$ cat src/rtl/bm3_pkg.sv
// ----------------------------------------------------------------------------
// bm3_pkg: shared types and constants for the 3x3 binary morphology unit
// Register indexes, operation codes, and the item record between the front
// part and the two filter stages.
// ----------------------------------------------------------------------------
`default_nettype none
package bm3_pkg;

  // Configuration register indexes
  localparam logic [1:0] RegWidth  = 2'd0;
  localparam logic [1:0] RegHeight = 2'd1;
  localparam logic [1:0] RegFgVal  = 2'd2;
  localparam logic [1:0] RegMode   = 2'd3;

  // Operation modes
  typedef enum logic [1:0] {
    OpDilate = 2'd0,
    OpErode  = 2'd1,
    OpOpen   = 2'd2,
    OpClose  = 2'd3
  } op_mode_e;

  localparam logic [7:0] PixMax = 8'd255;

  // Item passed from the front queue to the stages
  typedef struct packed {
    logic       has_pixel;
    logic [7:0] pixel;
  } event_t;

endpackage
`default_nettype wire

$ cat src/rtl/bm3_front.sv
// ----------------------------------------------------------------------------
// bm3_front: input queue of the morphology unit
// Accepts pixel and flush items and holds them in a short queue until the
// stage pipeline takes them.
// ----------------------------------------------------------------------------
`default_nettype none
module bm3_front (
  input  wire logic            clk_i,
  input  wire logic            rst_ni,
  input  wire logic            clear_i,
  input  wire logic            push_i,
  input  wire logic [7:0]      pixel_i,
  input  wire logic            flush_i,
  output logic                 full_o,
  output logic                 ev_valid_o,
  output bm3_pkg::event_t      ev_o,
  input  wire logic            ev_take_i
);

  logic [1:0]       wr_q, rd_q;
  logic [2:0]       cnt_q;
  bm3_pkg::event_t  buf_q [4];

  assign full_o     = cnt_q[2];
  assign ev_valid_o = (cnt_q != 3'd0);
  assign ev_o       = buf_q[rd_q];

  // Queue pointers and count
  always_ff @(posedge clk_i or negedge rst_ni) begin
    if (!rst_ni) begin
      wr_q  <= '0;
      rd_q  <= '0;
      cnt_q <= '0;
    end else if (clear_i) begin
      wr_q  <= '0;
      rd_q  <= '0;
      cnt_q <= '0;
    end else begin
      if (push_i && !full_o) wr_q <= wr_q + 2'd1;
      if (ev_take_i && ev_valid_o) rd_q <= rd_q + 2'd1;
      cnt_q <= cnt_q + {2'b0, push_i && !full_o} - {2'b0, ev_take_i && ev_valid_o};
    end
  end

  // Queue storage
  always_ff @(posedge clk_i) begin
    if (push_i && !full_o) begin
      buf_q[wr_q] <= '{has_pixel: !flush_i, pixel: pixel_i};
    end
  end

endmodule
`default_nettype wire

$ cat config.mk
export PLATFORM = sky130hd
export DESIGN_NAME = bm3_front
export DESIGN_NICKNAME = d
export VERILOG_FILES = /design/src/rtl/bm3_pkg.sv /design/src/rtl/bm3_front.sv
export SDC_FILE = /design/constraint.sdc
export NUM_CORES = 1
export LEC_CHECK = 0
export BUFFER_PORTS_ARGS = -buffer_cell sky130_fd_sc_hd__buf_2
export CELL_PAD_IN_SITES_DETAIL_PLACEMENT = 1
export CELL_PAD_IN_SITES_GLOBAL_PLACEMENT = 1
export CORE_MARGIN = 10
export CORE_UTILIZATION = 47
export CTS_CLUSTER_DIAMETER = 120
export CTS_CLUSTER_SIZE = 40
export DETAILED_ROUTE_END_ITERATION = 10
export MAX_ROUTING_LAYER = met4
export PLACE_DENSITY = 0.87
export SLEW_MARGIN = 20
export SYNTH_ARGS = -nofsm -noshare
export SYNTH_HDL_FRONTEND = slang
export SYNTH_SLANG_ARGS = --single-unit
$ cat constraint.sdc
create_clock -name clk_i -period 2.4 [get_ports clk_i]
set_input_delay 0.36 -clock clk_i [delete_from_list [all_inputs] [get_ports clk_i]]
set_output_delay 0.36 -clock clk_i [all_outputs]
set_load 0.01 [all_outputs]
After elaboration in Yosys (flattened, before gate mapping). Memory sizes are Yosys's and may differ from the RTL's. Cells that the tools add are included.

Add/subtract/negate cells: 4. Reductions and logical operators: 7. Muxes and demuxes: 7.

Operator list (number): two-way mux 2 bit (4); adder 2 x 1 -> 2 bit (second input constant) (2); nonzero test 2 bit (2); adder 3 x 1 -> 3 bit (1); two-way mux 3 bit (1); nonzero test 3 bit (1); subtractor 3 x 1 -> 3 bit (1); logical AND 1 bit (2); zero test 1 bit (2); two-way mux 1 bit (2).

Memories kept: 1. Bits in registers: 7. Memory bits (writable): 36. Input bits: 14.

Memory list: buf_q (words 4, bits a word 9, read ports 1, clocked after memory_dff 0, write ports 1, RTL line bm3_front.sv:22) `bm3_pkg::event_t buf_q [4];`.

Depth between registers and ports, before layout.
Depth in word-level cells: 5. Mapped depth: 11. Gate-level depth less buffers: 10.

Least setup slack after synthesis. OpenSTA, ideal clock, no wires.

Path type: register to register. Start point: reg cnt_q[1]. End point: reg cnt_q[2]. Data arrival time: 2.014 ns. Setup slack: 0.300 ns. Path buffers: 0. Stages on the path, launching flop included: 10. Period minus slack after synthesis: 2.100 ns. Cells stage by stage: dfrtp_1 o31a_1 ha_1 inv_1 ha_1 inv_1 fa_1 xor2_1 and2_1 nor3_1.

Longest elaborated chain between the ends: 4.

Ends and longest elaborated chain: start: declaration (RTL line bm3_front.sv:21) `logic [2:0] cnt_q;`; start signal: assignment (RTL line bm3_front.sv:41) `cnt_q <= cnt_q + {2'b0, push_i && !full_o} - {2'b0, ev_take_i && ev_valid_o};`; parallel branches: the longest is 2 deep, another holds adder 3 x 1 -> 3 bit; subtractor 3 x 1 -> 3 bit (*) (RTL line bm3_front.sv:41); two-way mux 3 bit (*) (RTL line bm3_front.sv:34) `end else if (clear_i) begin`.

Mark *: on every way between the ends. A chain may end at the register's enable or synchronous reset.

Final worst setup path. Ends and elaborated chain as after synthesis.

==> impl_metrics.tcl <==
set metrics [dict create \
    outcome "completed" \
    cap_violations 0 \
    synth_xor_area_share_pct 2.01 \
    drt_iter0_drc 60 \
    cp-end-kind "flop" \
    synthSimpleGateAreaFrac_pct 4.45 \
    cts_max_level 2 \
    required_ps 2620 \
    crit_slowest_cell "dfrtp_2" \
    path_class "flop to flop" \
    max_freq_mhz 431 \
    vias 895 \
    clk_latency_ps 300 \
    worst-path-buf-inv 2 \
    path_clk_slew_ps 80 \
    portBuffers 24 \
    avgSynthCellArea_sq_um 19.4 \
    finalSetupViolations 0 \
    stdcell_area_sq_um 2030 \
    cpPeakStageDelay_ps 440 \
    cts_tree "built" \
    syn-cell-area_sq_um 1740 \
    drc 0 \
    synth_top_family_by_area "multiplexers" \
    ant_nets 0 \
    power_density_nw_per_um2 1040 \
    setup.worst_path.start_class "flop" \
    antenna_cells 0 \
    synthCells 90 \
    hold_class "input port to flop" \
    vdd_drop_max_mv 0.523 \
    p_leak_nw 0.761 \
    cts_num_sinks 43 \
    grt_util_all_layers_pct 11.8 \
    fp.dieW_microns 80.9 \
    synth_top_area_share_pct 62.1 \
    cts-buffers-inserted 5 \
    totalWireLength_microns 3320 \
    synthMuxAreaShare_pct 12.4 \
    dpl.hpwl_microns 2430 \
    synth_top_area_cell "edfxtp_1" \
    critPathTopFamily "adder cells" \
    yosysSeqAreaShare_pct 72.1 \
    dieArea_sq_um 6540 \
    crit_arrival_ps 2540 \
    post_dp_cell_area_sq_um 1920 \
    fin_crit_sh_pct 96.7 \
    yosysWarnings 0 \
    cts_buffer_depth 2 \
    max_slew_margin_pct 65.7 \
    viasPerCell 5.23 \
    gr-total-overflow 0 \
    crit_chain "o31a_1 -> ha_1 -> inv_1 -> ha_1 -> inv_1 -> fa_1 -> xor2_2 -> and2_1 -> nor3_1" \
    grt_pass1_wl_microns 5510 \
    antenna_found_initial 0 \
    drive_gt1_share_pct 35.8 \
    skew_ps 4.57 \
    io_pins 25 \
    avgRoutedWirePerCell_microns 19.4 \
    fp.dieH_microns 80.9 \
    firstDrtPassIters 4 \
    start_util_pct 47.9 \
    drv_slew 0 \
    gp_congestion 0.677 \
    hold_violations 0 \
    synth.distinct_cells 19 \
    tightestPinTransition_ps 514 \
    worst-path-max-fanout 6 \
    final_util_pct 55.8 \
    ys_ff_latch 43 \
    rows 22 \
    nets 143 \
    synthAdderAreaFrac_pct 5.46 \
    core_sq_um 3630 \
    syn_nets 111 \
    root_buffer "clkbuf_8" \
    synthTopCellsByArea "edfxtp_1 62%, mux4_2 10%, dfrtp_1 10%" \
    synth-compound-area-share_pct 1.01 \
    grt_max_degree 14 \
    period_minus_slack_ps 2320 \
    area_delta_synth_final_pct 16.4 \
    finalPower_mw 2.10 \
    grt_pass1_vias 1058 \
]
[logic make-up after synthesis]
group                    after synthesis
buffers and inverters                  9
multiplexers                          10
XOR/XNOR                               4
AND/OR/NAND/NOR                       15
adder cells (fa/ha/maj)                7
AO/OA/AOI/OAI                          2
flip-flops                            43
[per-layer routing]
metal  GRT usage [%]  vias up  part of all wire (%)
met5               -        -                     0
met4            5.36        0                   1.5
met3            4.64        7                   6.5
met2            19.1       25                    54
met1            12.6      462                    38
li1                -      401                     -
[worst reg2reg max path, cell delays in order (launching register included)]
cell	delay (ps)
dfrtp_2	440
o31a_1	340
ha_1	300
inv_1	70
ha_1	160
inv_1	60
fa_1	410
xor2_2	170
and2_1	160
nor3_1	130
[cell usage after synthesis]
| master | number |
|---|---|
| edfxtp_1 | 36 |
| mux4_2 | 8 |
| dfrtp_1 | 7 |
| ha_1 | 6 |
| inv_1 | 6 |
| nor2_1 | 6 |
| and2_1 | 5 |
| buf_2 | 2 |
| nor2b_1 | 2 |
| xnor2_1 | 2 |
| xor2_1 | 2 |
| buf_6 | 1 |
| fa_1 | 1 |
| mux2i_1 | 1 |
| mux4_1 | 1 |
| nor3_1 | 1 |
| o311ai_1 | 1 |
| o31a_1 | 1 |
| or3_1 | 1 |
[layout by cell type (no fill, tap or decap), drive strengths merged]
cell and instances:
o311ai 1, o31a 1, clkbuf 6, dfrtp 7, mux2i 1, nor2b 2
fa 1, ha 6, buf 27, mux4 9, clkinv 1, xnor2 2
nor3 1, xor2 2, inv 6, or3 1, edfxtp 36, and2 5
dlygate4sd3 1, nor2 6, clkinvlp 1
[registers in the layout (all words and copies together) (netlist names)]
signal / flops
buf_q: 36
cnt_q: 3
rd_q: 2
wr_q: 2
[where the power goes]
part / total, mW / switching, mW / internal, mW
clock: 0.444 / 0.241 / 0.203
combinational: 0.639 / 0.320 / 0.319
sequential: 1.02 / 0.0862 / 0.930
total: 2.10 / 0.647 / 1.45
[stage by stage]
step,instances,hold WS (ps),setup TNS [ps],setup slack [ps]
after global placement,161,203,0,283
after CTS,170,264,0,115
after detailed placement,161,206,0,147
after global routing,171,273,-31.8,-31.8
final,171,277,0,78.5
after floorplan,90,64.4,0,300
[final timing paths]
| check | startpoint | to | slack, ps | cells past startpoint |
|---|---|---|---|---|
| max | cnt_q[1]$_DFF_PN0_ | cnt_q[2]$_DFF_PN0_ | 80 | 9 |
| min | pixel_i[4] | buf_q[0][4]$_DFFE_PP_ | 280 | 1 |
| max reg2reg | cnt_q[1]$_DFF_PN0_ | cnt_q[2]$_DFF_PN0_ | 80 | 9 |
| min reg2reg | wr_q[1]$_DFFE_PN0P_ | wr_q[1]$_DFFE_PN0P_ | 620 | 2 |
| max in group asynchronous | rst_ni | cnt_q[1]$_DFF_PN0_ | 1810 | 2 |
| min in group asynchronous | rst_ni | rd_q[1]$_DFFE_PN0P_ | 420 | 2 |
[area by class of cell]
class                      count  area (sq um)
fill                         355          1610
timing repair buffer          28           153
sequential                    43          1260
tap                           48          60.1
inverter                       6          22.5
multi-input combinational     38           449
clock inverter                 2          12.5
clock buffer                   6          72.6
[timing repair]
item | in CTS | in global routing
setup endpoints to repair | 0 | 1
resized for setup | 0 | 2
hold buffers | 1 | 0
hold endpoints to repair | 7 | 0
buffers inserted | 0 | 1
No activity file was read; power rests on OpenSTA's default activity.
